## src/hw/rtl/fss_pkg.sv

```systemverilog
// shared types, codes and constants for the fat16 file sector sequencer
`default_nettype none
package fss_pkg;

    localparam int BLOCK_BYTES_DEF = 512;
    localparam int QUOT_W          = 17;
    localparam int RECIP_SHIFT     = 30;

    localparam logic [1:0] OP_OPEN  = 2'd0;
    localparam logic [1:0] OP_NEXT  = 2'd1;
    localparam logic [1:0] OP_REPLY = 2'd2;

    localparam logic [1:0] KIND_READ  = 2'd0;
    localparam logic [1:0] KIND_FAT   = 2'd1;
    localparam logic [1:0] KIND_EOF   = 2'd2;
    localparam logic [1:0] KIND_ERROR = 2'd3;

    localparam logic [1:0] STATUS_OK         = 2'd0;
    localparam logic [1:0] STATUS_BAD_ENTRY  = 2'd1;
    localparam logic [1:0] STATUS_CHAIN_END  = 2'd2;
    localparam logic [1:0] STATUS_UNEXPECTED = 2'd3;

    localparam logic [1:0] REG_FAT_START       = 2'd0;
    localparam logic [1:0] REG_DATA_START      = 2'd1;
    localparam logic [1:0] REG_CLUSTER_SECTORS = 2'd2;

    localparam logic [15:0] CHAIN_END = 16'hFFF8;
    localparam logic [15:0] LAST_GOOD = 16'hFFEF;

    typedef struct packed {
        logic [1:0]  opcode;
        logic [15:0] start_cluster;
        logic [31:0] byte_length;
        logic [15:0] fat_value;
    } in_t;

    typedef struct packed {
        logic [1:0]  kind;
        logic [31:0] sector_address;
        logic [9:0]  block_bytes;
        logic [7:0]  entry_slot;
        logic [1:0]  status;
        logic        last;
    } out_t;

    typedef struct packed {
        logic [31:0] fat_start_sector;
        logic [31:0] data_start_sector;
        logic [7:0]  cluster_sectors;
    } cfg_t;

    // item with the fat sector and slot quotients of its cluster value
    typedef struct packed {
        in_t               item;
        logic [QUOT_W-1:0] fat_quot;
        logic [QUOT_W-1:0] slot_quot;
    } prep_t;

    typedef struct packed {
        logic [1:0] count;
        out_t       r0;
        out_t       r1;
    } step_t;

endpackage
`default_nettype wire

```

## src/hw/rtl/fss_engine.sv

```systemverilog
// cluster chain state and per-transaction result computation
`default_nettype none
module fss_engine
    import fss_pkg::*;
#(
    parameter int BLOCK_BYTES = BLOCK_BYTES_DEF
)
(
    input  wire logic  clk,
    input  wire logic  rst_n,
    input  wire logic  fire,
    input  wire prep_t prep,
    input  wire cfg_t  cfg,
    output step_t      step
);

    localparam int HALF_BYTES = BLOCK_BYTES / 2;

    logic [15:0]       cluster_reg, cluster_next;
    logic [QUOT_W-1:0] fat_quot_reg, fat_quot_next;
    logic [QUOT_W-1:0] slot_quot_reg, slot_quot_next;
    logic [7:0]        sector_reg, sector_next;
    logic [31:0]       remaining_reg, remaining_next;
    logic              awaiting_reg, awaiting_next;

    logic              is_open;
    logic [15:0]       cl;
    logic [QUOT_W-1:0] fq;
    logic [QUOT_W-1:0] sq;
    logic [7:0]        sec;
    logic [31:0]       rem;
    logic [7:0]        cs_eff;
    logic [31:0]       size;
    logic [31:0]       data_addr;
    logic [31:0]       fat_addr;
    logic [31:0]       slot_full;
    logic [7:0]        sec_inc;
    logic [31:0]       rem_dec;
    logic              crossing;
    logic              do_issue;
    logic              do_eof;
    logic              do_reply;
    logic [15:0]       fv;
    out_t              blank;

    always_comb
    begin
        is_open = (prep.item.opcode == OP_OPEN);
        cl      = is_open ? prep.item.start_cluster : cluster_reg;
        fq      = is_open ? prep.fat_quot : fat_quot_reg;
        sq      = is_open ? prep.slot_quot : slot_quot_reg;
        sec     = is_open ? 8'd0 : sector_reg;
        rem     = is_open ? prep.item.byte_length : remaining_reg;
        cs_eff  = (cfg.cluster_sectors == 8'd0) ? 8'd1 : cfg.cluster_sectors;
        fv      = prep.item.fat_value;

        size      = (rem >= 32'(BLOCK_BYTES)) ? 32'(BLOCK_BYTES) : rem;
        data_addr = cfg.data_start_sector + 32'((32'(cl) - 32'd2) * 32'(cs_eff))
                    + 32'(sec);
        fat_addr  = cfg.fat_start_sector + 32'(fq);
        slot_full = 32'(cl) - 32'(32'(sq) * 32'(HALF_BYTES));
        sec_inc   = sec + 8'd1;
        rem_dec   = rem - size;
        crossing  = (rem_dec != 32'd0) && (sec_inc >= cs_eff);

        do_issue = (rem != 32'd0)
                   && (is_open || (prep.item.opcode == OP_NEXT && !awaiting_reg));
        do_eof   = (rem == 32'd0)
                   && (is_open || (prep.item.opcode == OP_NEXT && !awaiting_reg));
        do_reply = (prep.item.opcode == OP_REPLY) && awaiting_reg;

        blank = '0;
        step  = '0;

        cluster_next   = cluster_reg;
        fat_quot_next  = fat_quot_reg;
        slot_quot_next = slot_quot_reg;
        sector_next    = sector_reg;
        remaining_next = remaining_reg;
        awaiting_next  = awaiting_reg;

        if (is_open)
        begin
            cluster_next   = cl;
            fat_quot_next  = fq;
            slot_quot_next = sq;
            sector_next    = 8'd0;
            remaining_next = rem;
            awaiting_next  = 1'b0;
        end

        if (do_issue)
        begin
            sector_next    = sec_inc;
            remaining_next = rem_dec;
            awaiting_next  = crossing;
            step.r0                = blank;
            step.r0.kind           = KIND_READ;
            step.r0.sector_address = data_addr;
            step.r0.block_bytes    = size[9:0];
            step.r0.last           = !crossing;
            step.r1                = blank;
            step.r1.kind           = KIND_FAT;
            step.r1.sector_address = fat_addr;
            step.r1.entry_slot     = slot_full[7:0];
            step.r1.last           = 1'b1;
            step.count             = crossing ? 2'd2 : 2'd1;
        end
        else if (do_eof)
        begin
            step.r0      = blank;
            step.r0.kind = KIND_EOF;
            step.r0.last = 1'b1;
            step.count   = 2'd1;
        end
        else if (do_reply)
        begin
            awaiting_next = 1'b0;
            if (fv >= CHAIN_END)
            begin
                remaining_next = 32'd0;
                step.r0        = blank;
                step.r0.kind   = KIND_ERROR;
                step.r0.status = STATUS_CHAIN_END;
                step.r0.last   = 1'b1;
                step.count     = 2'd1;
            end
            else if (fv > LAST_GOOD || fv < 16'd2)
            begin
                remaining_next = 32'd0;
                step.r0        = blank;
                step.r0.kind   = KIND_ERROR;
                step.r0.status = STATUS_BAD_ENTRY;
                step.r0.last   = 1'b1;
                step.count     = 2'd1;
            end
            else
            begin
                cluster_next   = fv;
                fat_quot_next  = prep.fat_quot;
                slot_quot_next = prep.slot_quot;
                sector_next    = 8'd0;
                step.count     = 2'd0;
            end
        end
        else if (!is_open)
        begin
            step.r0        = blank;
            step.r0.kind   = KIND_ERROR;
            step.r0.status = STATUS_UNEXPECTED;
            step.r0.last   = 1'b1;
            step.count     = 2'd1;
        end
    end

    always_ff @(posedge clk or negedge rst_n)
    begin
        if (!rst_n)
        begin
            cluster_reg   <= '0;
            fat_quot_reg  <= '0;
            slot_quot_reg <= '0;
            sector_reg    <= '0;
            remaining_reg <= '0;
            awaiting_reg  <= 1'b0;
        end
        else if (fire)
        begin
            cluster_reg   <= cluster_next;
            fat_quot_reg  <= fat_quot_next;
            slot_quot_reg <= slot_quot_next;
            sector_reg    <= sector_next;
            remaining_reg <= remaining_next;
            awaiting_reg  <= awaiting_next;
        end
    end

endmodule
`default_nettype wire

```

## src/hw/rtl/fat16_file_sector_sequencer_top.sv

```systemverilog
// top level: config registers, input register, engine and result pair stage
// an accepted transaction is held in the input register, and its results in the result pair stage
// throughput: one transaction per cycle while out_stall is low; a read paired with a fat fetch holds the
//   single result port until both its results are taken, so the next transaction waits on the pair
// reset: asynchronous, clears chain state, config registers (cluster size to 1)
//   and all valid flags
`default_nettype none
module fat16_file_sector_sequencer_top
    import fss_pkg::*;
#(
    parameter int BLOCK_BYTES = BLOCK_BYTES_DEF
)
(
    input  wire logic        clk,
    input  wire logic        rst_n,
    input  wire logic        in_valid,
    output logic             in_stall,
    input  wire in_t         in_data,
    output logic             out_valid,
    input  wire logic        out_stall,
    output out_t             out_data,
    input  wire logic        cfg_write,
    input  wire logic [1:0]  cfg_index,
    input  wire logic [31:0] cfg_data
);

    localparam int HALF_BYTES = BLOCK_BYTES / 2;
    localparam longint unsigned FAT_RECIP =
        ((64'd1 << RECIP_SHIFT) + 64'(BLOCK_BYTES) - 64'd1) / 64'(BLOCK_BYTES);
    localparam longint unsigned SLOT_RECIP =
        ((64'd1 << RECIP_SHIFT) + 64'(HALF_BYTES) - 64'd1) / 64'(HALF_BYTES);

    cfg_t        cfg_reg, cfg_next;
    prep_t       prep_reg, prep_next;
    logic        in_full_reg, in_full_next;
    logic        pair_valid_reg, pair_valid_next;
    logic        half_reg, half_next;
    logic        two_reg, two_next;
    out_t        r0_reg, r0_next;
    out_t        r1_reg, r1_next;

    step_t       step;
    logic        accept;
    logic        fire;
    logic        pop;
    logic        done;
    logic [15:0] cand;
    logic [47:0] fat_prod;
    logic [47:0] slot_prod;

    fss_engine #(
        .BLOCK_BYTES(BLOCK_BYTES)
    ) u_engine (
        .clk  (clk),
        .rst_n(rst_n),
        .fire (fire),
        .prep (prep_reg),
        .cfg  (cfg_reg),
        .step (step)
    );

    always_comb
    begin
        cfg_next = cfg_reg;
        if (cfg_write)
        begin
            case (cfg_index)
                REG_FAT_START:       cfg_next.fat_start_sector  = cfg_data;
                REG_DATA_START:      cfg_next.data_start_sector = cfg_data;
                REG_CLUSTER_SECTORS: cfg_next.cluster_sectors   = cfg_data[7:0];
                default:             cfg_next = cfg_reg;
            endcase
        end
    end

    always_comb
    begin
        out_valid = pair_valid_reg;
        out_data  = half_reg ? r1_reg : r0_reg;
        pop       = pair_valid_reg && !out_stall;
        done      = pop && (!two_reg || half_reg);
        fire      = in_full_reg && (step.count == 2'd0 || !pair_valid_reg || done);
        in_stall  = in_full_reg && !fire;
        accept    = in_valid && !in_stall;

        // quotients of the cluster value by reciprocal multiply
        cand      = (in_data.opcode == OP_OPEN) ? in_data.start_cluster : in_data.fat_value;
        fat_prod  = 48'({cand, 1'b0}) * 48'(FAT_RECIP);
        slot_prod = 48'(cand) * 48'(SLOT_RECIP);

        prep_next           = prep_reg;
        in_full_next        = in_full_reg;
        if (fire)
        begin
            in_full_next = 1'b0;
        end
        if (accept)
        begin
            prep_next.item      = in_data;
            prep_next.fat_quot  = fat_prod[RECIP_SHIFT +: QUOT_W];
            prep_next.slot_quot = slot_prod[RECIP_SHIFT +: QUOT_W];
            in_full_next        = 1'b1;
        end

        pair_valid_next = pair_valid_reg;
        half_next       = half_reg;
        two_next        = two_reg;
        r0_next         = r0_reg;
        r1_next         = r1_reg;
        if (fire && step.count != 2'd0)
        begin
            pair_valid_next = 1'b1;
            half_next       = 1'b0;
            two_next        = (step.count == 2'd2);
            r0_next         = step.r0;
            r1_next         = step.r1;
        end
        else if (done)
        begin
            pair_valid_next = 1'b0;
            half_next       = 1'b0;
        end
        else if (pop)
        begin
            half_next = 1'b1;
        end
    end

    always_ff @(posedge clk or negedge rst_n)
    begin
        if (!rst_n)
        begin
            cfg_reg.fat_start_sector  <= '0;
            cfg_reg.data_start_sector <= '0;
            cfg_reg.cluster_sectors   <= 8'd1;
            in_full_reg               <= 1'b0;
            pair_valid_reg            <= 1'b0;
            half_reg                  <= 1'b0;
            two_reg                   <= 1'b0;
        end
        else
        begin
            cfg_reg        <= cfg_next;
            in_full_reg    <= in_full_next;
            pair_valid_reg <= pair_valid_next;
            half_reg       <= half_next;
            two_reg        <= two_next;
        end
    end

    always_ff @(posedge clk)
    begin
        prep_reg <= prep_next;
        r0_reg   <= r0_next;
        r1_reg   <= r1_next;
    end

    // a paired transaction is always a data read followed by a fat fetch
    a_pair_kinds: assert property (@(posedge clk) disable iff (!rst_n)
        (pair_valid_reg && two_reg) |-> (r0_reg.kind == KIND_READ && r1_reg.kind == KIND_FAT
                                         && !r0_reg.last && r1_reg.last))
        else $error("paired results malformed");

    // second half only shown for a pair still held
    a_half_pair: assert property (@(posedge clk) disable iff (!rst_n)
        half_reg |-> (pair_valid_reg && two_reg))
        else $error("second result without a pair");

    // a held result that is not replaced must stay in place while stalled
    a_hold_stalled: assert property (@(posedge clk) disable iff (!rst_n)
        (out_valid && out_stall) |=> (out_valid && $stable(out_data)))
        else $error("result changed while stalled");

    // the closing result of a transaction carries last
    a_last_flag: assert property (@(posedge clk) disable iff (!rst_n)
        (pair_valid_reg && (half_reg || !two_reg)) |-> out_data.last)
        else $error("closing result without last");

endmodule
`default_nettype wire
```

## config.mk

```make
export PLATFORM = sky130hd
export DESIGN_NAME = fat16_file_sector_sequencer_top
export DESIGN_NICKNAME = d
export VERILOG_FILES = /design/src/hw/rtl/fss_pkg.sv /design/src/hw/rtl/fss_engine.sv /design/src/hw/rtl/fat16_file_sector_sequencer_top.sv
export SDC_FILE = /design/constraint.sdc
export NUM_CORES = 1
export LEC_CHECK = 0
export BUFFER_PORTS_ARGS = -buffer_cell sky130_fd_sc_hd__buf_2
export CAP_MARGIN = 5
export CORE_ASPECT_RATIO = 0.6
export CORE_MARGIN = 2
export CORE_UTILIZATION = 39
export DETAILED_ROUTE_END_ITERATION = 10
export PLACE_DENSITY = 0.6
export SKIP_CTS_REPAIR_TIMING = 1
export SYNTH_ARGS = -nofsm -noshare
export SYNTH_HDL_FRONTEND = slang
export SYNTH_SLANG_ARGS = --single-unit
export TNS_END_PERCENT = 100
```

## constraint.sdc

```tcl
create_clock -name clk -period 18 [get_ports clk]
set_input_delay 1.8 -clock clk [delete_from_list [all_inputs] [get_ports clk]]
set_output_delay 1.8 -clock clk [all_outputs]
set_load 0.05 [all_outputs]
```

==> results list, run 1 <==
- The number of antenna violations at the first check in global routing came to 4.
* Synthesized area: ~22000 um^2
- Transition time at the pin with the least slew margin: between 1000 and 1500 ps
- Number of buffers between clock root and the deepest sink: 3
- The via count of the first global-routing pass came to approximately 16000.
* Chip width: roughly 310 um
- Post-Syn Instances: around 2100
- For this block, the via count after detailed routing is ~17000.
- Crit start category: flip-flop
* Run status: finished clean
- Path depth of the worst reg2reg path: 27
- For this run, the top clock speed supported by timing is roughly 110 MHz.
- The smallest clock period supported by the final layout is computed as about 9300 ps.
* Critical path peak fanout: 26
* Number of DRC markers in iteration 0: between 1500 and 2000
- CTS placed an instance of sky130_fd_sc_hd__clkbuf_16 at the clock tree root.
- After synthesis, flip-flops and latches occupy between 30% and 40% of the total area.
- Endpoint of the lowest-slack register-to-register path: r0_reg[51]$_SDFFCE_PN0P_
- Across the run, the number of max-cap violations was 0.
* Highest Signal Layer: met4
- The worst register-to-register path begins at prep_reg[98]$_DFFE_PP_.
- In the layout the commonest cells are 183 x sky130_fd_sc_hd__nand2_1, 169 x sky130_fd_sc_hd__fa_1, 162 x sky130_fd_sc_hd__edfxtp_1.
- The floorplan step set the die height to ~190 um.
* Full die area: between 50000 and 60000 um^2
* Met1 wire length: about 33 mm
- Per-cell via count in the routed design: approximately 5.5
- Count of standard-cell rows: 67
- Ratio of cells with drive above 1 in the final layout: 17.3%
- Register-to-Register Setup Slack: roughly 8700 ps
- Placed cell area: 24000 um^2
- The most critical setup path has its endpoint at r0_reg[51]$_SDFFCE_PN0P_.
- For the worst setup path, the data required time is about 18000 ps.
- Max FFs per register: between 70 and 80
- Unrepaired setup endpoints after global routing: no
* DP HPWL: about 51 mm
* WL final: 66.5 mm
- 162 I/O pins were placed.
- Entering global routing, the biggest net connects approximately 110 pins.
- The average instance in the mapped netlist occupies ~11 um^2.
- For the final routed database, the setup TNS stands at 0 ps.
- The most used flip-flop cell after synthesis is sky130_fd_sc_hd__edfxtp_1.
- Number of nets in the final layout: ~2600
- RD Place Congestion: between 0.9 and 1
- Length of routed met3 wiring: roughly 7.2 mm
* First-pass GRT wire length: 102 mm
- Hold timing on the final database bottoms out at a slack of approximately 480 ps.
- The clock drives between 300 and 400 sinks.
* Type of the worst setup path: flip-flop to flip-flop
* GRT Total Usage: between 20% and 30%
- When the netlist entered floorplanning its net count stood at ~2500.
- Counting distinct cell types in the post-synthesis netlist gives 84.
- In this run the remaining antenna-violating nets after routing total 0.
- Type of the tightest min-delay check: flip-flop to flip-flop
* Routed length per instance: about 22 um
* Number of enable flip-flop cells after synthesis: between 150 and 200
* Kind of end point of the critical path: flip-flop
- Met2 wirelength from detailed routing: 25.2 mm
- Buffers placed on the I/O ports in this run total approximately 160.
- The later pin in the worst-skew pair is clocked with a latency of around 550 ps.
* Clock tree from TritonCTS: done
- Of all flip-flops after synthesis, the portion carrying an async set or reset was roughly 48%.
* Number of setup violations in the final report: 0
- Clock slew seen by the registers of the worst setup and hold paths: ~70 ps
* Launch point of the critical path: prep_reg[98]$_DFFE_PP_
- Ys Warns: 0
* Arrival time worst endpoint: around 9600 ps
- The number of max-slew violations in the final report came to 0.
- Final Util: about 45%
- Maximum level of the CTS H-tree: 2
* Post-route fraction of the period consumed by the critical path: 51.6%
* Hold violation count in the final report: 0
- Area Growth Syn to Fin: 12.2%
* Final Skew: 31.4 ps
* Floorplan core area: approximately 56000 um^2
- DRT Pass-1 Iters: 6
- Clock tree synthesis inserted a total of 35 buffers.
- For this configuration, the core starts out at a cell density of between 30% and 40%.
* Post-synthesis sequential element count: 312
* Normalized max-slew margin: 22.8%
- DRC errors left: 0
- Summed over all layers, the global routing overflow is 0.
* Most common cell after layout, fill and taps aside: sky130_fd_sc_hd__nand2_1
* Final design instance area without fill: between 20000 and 30000 um^2
-- area by class of cell --
type / instances / area, um^2
clock buffer: 43 / 926
inverter: 163 / 616
sequential: 312 / 8620
timing repair buffer: 185 / 992
clock inverter: 20 / 178
tap: 759 / 950
antenna: 1 / 2.50
multi-input combinational: 1529 / 12800
fill: 5242 / 31200
-- cells in the mapped netlist (32+ instances only) --
master | instances | share of area, %
sky130_fd_sc_hd__a21oi_1 | 80 | 1.8
sky130_fd_sc_hd__mux2i_1 | 42 | 1.9
sky130_fd_sc_hd__clkbuf_1 | 52 | 0.87
sky130_fd_sc_hd__xor2_1 | 32 | 1.3
sky130_fd_sc_hd__nand2_1 | 183 | 3.1
sky130_fd_sc_hd__o21ai_0 | 52 | 1.2
sky130_fd_sc_hd__ha_1 | 99 | 5.5
sky130_fd_sc_hd__dfrtp_1 | 149 | 17
sky130_fd_sc_hd__fa_1 | 169 | 15
sky130_fd_sc_hd__and2_1 | 132 | 3.7
sky130_fd_sc_hd__edfxtp_1 | 162 | 22
sky130_fd_sc_hd__nor2_1 | 156 | 2.6
sky130_fd_sc_hd__mux2_2 | 115 | 5.8
sky130_fd_sc_hd__nor3_1 | 60 | 1.3
sky130_fd_sc_hd__inv_1 | 162 | 2.7
sky130_fd_sc_hd__xnor2_1 | 59 | 2.3
-- metrics by stage --
| step | instances | worst slack [ps] |
|---|---|---|
| 6_report | 3012 | 8700 |
| 3_3_place_gp | 2948 | 9120 |
| 5_1_grt | 3012 | 7950 |
| 3_5_place_dp | 2948 | 8900 |
| 4_1_cts | 3011 | 8820 |
| 2_1_floorplan | 2084 | 9410 |
-- layer usage --
layer	vias to the layer above	track usage (%)
met5	-	0
met4	0	3.39
met3	68	5.95
met2	684	28.9
met1	8367	37.5
li1	7499	-
-- logic make-up (layout without fill, tap and decap cells) --
group	count (synthesis)	after routing	synth area share, %
other	1	2	0.0168
and+or+nand+nor	698	698	16.0
AOI/OAI and AO/OA	313	313	9.19
xor gates and xnor gates	91	91	3.57
muxes	158	158	7.74
adders and majority gates	268	268	20.7
buffers and inverters	243	411	4.28
DFF	312	312	38.6
-- critical path, stage by stage, from the launching register on --
cell,delay (ps)
sky130_fd_sc_hd__edfxtp_1,360
sky130_fd_sc_hd__buf_4,250
sky130_fd_sc_hd__nor2_4,620
sky130_fd_sc_hd__mux2i_1,1000
sky130_fd_sc_hd__ha_1,370
sky130_fd_sc_hd__nand4_1,130
sky130_fd_sc_hd__nor2_1,200
sky130_fd_sc_hd__o21a_1,180
sky130_fd_sc_hd__o21ai_0,140
sky130_fd_sc_hd__o21bai_1,200
sky130_fd_sc_hd__xor2_1,480
sky130_fd_sc_hd__nand2_1,140
sky130_fd_sc_hd__fa_1,510
sky130_fd_sc_hd__inv_1,50
sky130_fd_sc_hd__fa_1,510
sky130_fd_sc_hd__fa_1,440
sky130_fd_sc_hd__fa_1,490
sky130_fd_sc_hd__ha_1,320
sky130_fd_sc_hd__ha_1,370
sky130_fd_sc_hd__a21o_1,180
sky130_fd_sc_hd__a21o_1,190
sky130_fd_sc_hd__a2111oi_0,570
sky130_fd_sc_hd__o21ai_0,220
sky130_fd_sc_hd__o211ai_1,370
sky130_fd_sc_hd__a21oi_1,120
sky130_fd_sc_hd__o31ai_1,320
sky130_fd_sc_hd__nand3_1,110
sky130_fd_sc_hd__nor3b_1,140
-- how the worst min path moves through the flow --
stage / depth (start not counted) / start / end
CTS: 2 / u_engine.fat_quot_reg[6]$_DFFE_PN0P_ / u_engine.fat_quot_reg[6]$_DFFE_PN0P_
global placement: 2 / u_engine.fat_quot_reg[0]$_DFFE_PN0P_ / u_engine.fat_quot_reg[0]$_DFFE_PN0P_
global route: 1 / u_engine.fat_quot_reg[10]$_DFFE_PN0P_ / u_engine.fat_quot_reg[10]$_DFFE_PN0P_
floorplan: 2 / prep_reg[0]$_DFFE_PP_ / u_engine.fat_quot_reg[0]$_DFFE_PN0P_
finish: 2 / u_engine.fat_quot_reg[4]$_DFFE_PN0P_ / u_engine.fat_quot_reg[4]$_DFFE_PN0P_
detailed placement: 2 / prep_reg[4]$_DFFE_PP_ / u_engine.fat_quot_reg[4]$_DFFE_PN0P_
Power of run 1 is left out: the tool's default activity adds up to more than one toggle a clock period on the data nets, which glitch-free logic cannot reach.
==> run 2, diff against run 1 <==
Clock period 18 ns to 9.5 ns, I/O delays scaled along.
==> run 2 against run 1 <==
Against the previous run: register-to-register slack worse by 7600 ps; first-iteration DRC count grew 5.8%; via count is 0.21% higher; non-clock buffer count increased by 12; die area stayed put; global-route usage increased by 0.11 points; routed wire length rose by 1.0%; count of clock-buffer cells in the layout is 2 lower; sequential share of layout area decreased by 0.20 points; maximum frequency up 10%; final area increased by 0.60%; setup slack worse by 7600 ps; highest routed layer is now met5.
==> results list, run 2 (synthesis gave the netlist of run 1 again) <==
- The run finished with clean final reports.
- Per-cell via count in the routed design: 5.51 (-0.22%)
* Delay of the slowest cell on the worst path: 610 ps (-390 ps)
- Final Max Slew Viols: 0 (unchanged)
* Floorplan core area: 56300 um^2 (unchanged)
* Critical path peak fanout: 26 (unchanged)
- DRT Pass-1 Iters: 6 (unchanged)
- Clk_lat worst skew: 570 ps (+20 ps)
* Initial Utilization: 39.7% (unchanged)
- Unrepaired setup endpoints after global routing: no
* Crit start category: flip-flop
- Fill cells: 5196 (-0.88%)
- Clock tree from TritonCTS: done
* Normalized max-slew margin: 19.0% (-3.8 points)
- Critical path's top delay family: adder cells
- The horizontal die dimension came to 313 um (unchanged).
* FF/Latch Area: 8620 um^2 (unchanged)
- Via count of the routed design: 16700 (+0.21%)
- First-pass GRT wire length: 102 mm (about the same)
* RD Place Congestion: 0.972 (+2.7%)
- PortBufs: 161 (unchanged)
- The number of buffers between clock root and the deepest sink came to 3 (unchanged).
- The number of maximum-capacitance constraint violations was 0 (unchanged).
- The number of H-tree branching levels is 2 (unchanged).
- The total number of nets in the final design was 2611 (+0.46%).
* Final Skew: 42.7 ps (+11.2 ps)
* Type of the worst setup path: flip-flop to flip-flop
* Most prevalent standard cell on the critical path: sky130_fd_sc_hd__fa_1
- Number of sinks on the clock net: 312 (unchanged)
- The number of remaining DRC errors was 0 (unchanged).
- The total number of placement rows came to 67 (unchanged).
* Fin crit period: 8440 ps (-854 ps)
* Number of top-level design ports: 162 (unchanged)
- Clock slew seen by the registers of the worst setup and hold paths: 70 ps (about the same)
- Leaving out fill and tap cells, the most frequent cells in the layout are 183 x sky130_fd_sc_hd__nand2_1, 169 x sky130_fd_sc_hd__fa_1, 162 x sky130_fd_sc_hd__edfxtp_1.
* DP HPWL: 51.5 mm (+0.84%)
- The count of buffering cells on the critical path with inverters included was 1 (-1).
- Number of buffers added by the clock tree synthesis step: 35 (unchanged)
- WL final: 67.2 mm (+1.0%)
- Footprint of the multi-input gates: 12800 um^2 (unchanged)
- The number of failing setup endpoints in the final timing report is 0 (unchanged).
* Die Span Y: 189 um (unchanged)
- The remaining number of nets flagged by the antenna check after routing was 0 (unchanged).
- Transition time at the pin with the least slew margin: 1210 ps (+80.9 ps)
- GRT Total Usage: 22.7% (+0.11 points)
- Max FFs per register: 74 (unchanged)
- The final instance area came to 25200 um^2 (+0.60%).
* Kind of end point of the critical path: flip-flop
- Full die area: 59300 um^2 (unchanged)
- The library cell used most frequently in the layout, excluding fill and tap cells, is sky130_fd_sc_hd__nand2_1.
* Routed length per instance: 22.2 um (+0.59%)
* Final worst setup slack: 1060 ps (-7650 ps)
- The via count of the first global-routing pass is 16400 (+0.89%).
* Hold violation count in the final report: 0 (unchanged)
- Antenna violations before repair: 3 (-1)
- Post-route fraction of the period consumed by the critical path: 88.9% (+37 points)
- Placed cell area: 24100 um^2 (+0.38%)
* Worst path required time: 9750 ps (-8510 ps)
* Area Growth Syn to Fin: 12.9%
- Cell chosen for the clock root: sky130_fd_sc_hd__clkbuf_16
* Pre-CTS setup slack: 1200 ps (-7690 ps)
- Number of DRC markers in iteration 0: 1694 (+5.8%)
* Largest net degree at the start of global routing: 75 (-29%)
- Arrival time worst endpoint: 8700 ps (-860 ps)
- The total negative slack for setup checks is 0 ps (unchanged).
* Global route total overflow: 0 (unchanged)
- The slowest stage of the critical path belongs to the cell sky130_fd_sc_hd__nor2_4.
* Upper clock frequency limit: 118 MHz (+10%)
- The share of post-route cells with drive strength above 1 was 17.7% (+0.47 points).
* Type of the tightest min-delay check: primary input to async pin
## run 2: cell count changes in the layout (fill, tap and decap cells not counted), sizes merged
| cell | delta |
|---|---|
| inv | -1 |
| clkinvlp | +3 |
| clkbuf | -2 |
| buf | +12 |
| bufinv | +1 |
## run 2: final timing paths
check	from	end	slack, ps	cells past startpoint
worst max-delay path	prep_reg[98]$_DFFE_PP_	r0_reg[51]$_SDFFCE_PN0P_	1060	26
worst min-delay path	rst_n	u_engine.remaining_reg[31]$_DFFE_PN0P_	310	1
worst max register to register	prep_reg[98]$_DFFE_PP_	r0_reg[51]$_SDFFCE_PN0P_	1060	26
worst min register to register	prep_reg[4]$_DFFE_PP_	u_engine.fat_quot_reg[4]$_DFFE_PN0P_	460	2
max in group asynchronous	rst_n	cfg_reg[25]$_DFFE_PN0P_	7330	3
min in group clk	prep_reg[4]$_DFFE_PP_	u_engine.fat_quot_reg[4]$_DFFE_PN0P_	460	2
## run 2: metal layers
metal / up-vias / GRT usage, % / part of all wire (%)
met4: 2 / 4.90 / 1.9
li1: 7534 / - / -
met3: 80 / 7.45 / 11
met1: 8360 / 36.3 / 50
met2: 677 / 29.0 / 37
met5: - / 0 / 0.018
## run 2: worst reg2reg max path, stage by stage (launching register included)
cell                        delay (ps)
sky130_fd_sc_hd__edfxtp_1          420
sky130_fd_sc_hd__nor2_4            610
sky130_fd_sc_hd__mux2i_1           390
sky130_fd_sc_hd__ha_1              270
sky130_fd_sc_hd__nand4_1           140
sky130_fd_sc_hd__nor2_1            210
sky130_fd_sc_hd__o21a_1            170
sky130_fd_sc_hd__o21ai_0           130
sky130_fd_sc_hd__o21bai_1          190
sky130_fd_sc_hd__xor2_1            510
sky130_fd_sc_hd__nand2_1           150
sky130_fd_sc_hd__fa_1              510
sky130_fd_sc_hd__inv_1              50
sky130_fd_sc_hd__fa_1              520
sky130_fd_sc_hd__fa_1              440
sky130_fd_sc_hd__fa_1              490
sky130_fd_sc_hd__ha_1              310
sky130_fd_sc_hd__ha_1              360
sky130_fd_sc_hd__a21o_1            180
sky130_fd_sc_hd__a21o_1            180
sky130_fd_sc_hd__a2111oi_0         540
sky130_fd_sc_hd__o21ai_0           220
sky130_fd_sc_hd__o211ai_1          400
sky130_fd_sc_hd__a21oi_1           130
sky130_fd_sc_hd__o31ai_1           370
sky130_fd_sc_hd__nand3_1           110
sky130_fd_sc_hd__nor3b_1           150
## run 2: final cells by class
class	instances	area share, %
inverter	163	2.44
clock inverter	23	0.972
antenna	1	0.00992
sequential	312	34.2
timing repair buffer	197	4.29
clock buffer	41	3.64
multi-input combinational	1529	50.7
tap	759	3.76
## run 2: metrics by stage
stage	hold slack (ps)	instances	util, %
floorplan	441	2084	-
global placement	455	2960	42.8
detailed placement	456	2960	42.8
CTS	317	3024	44.9
global route	337	3025	44.9
finish	313	3025	44.9
Power of run 2 is left out for the same reason.
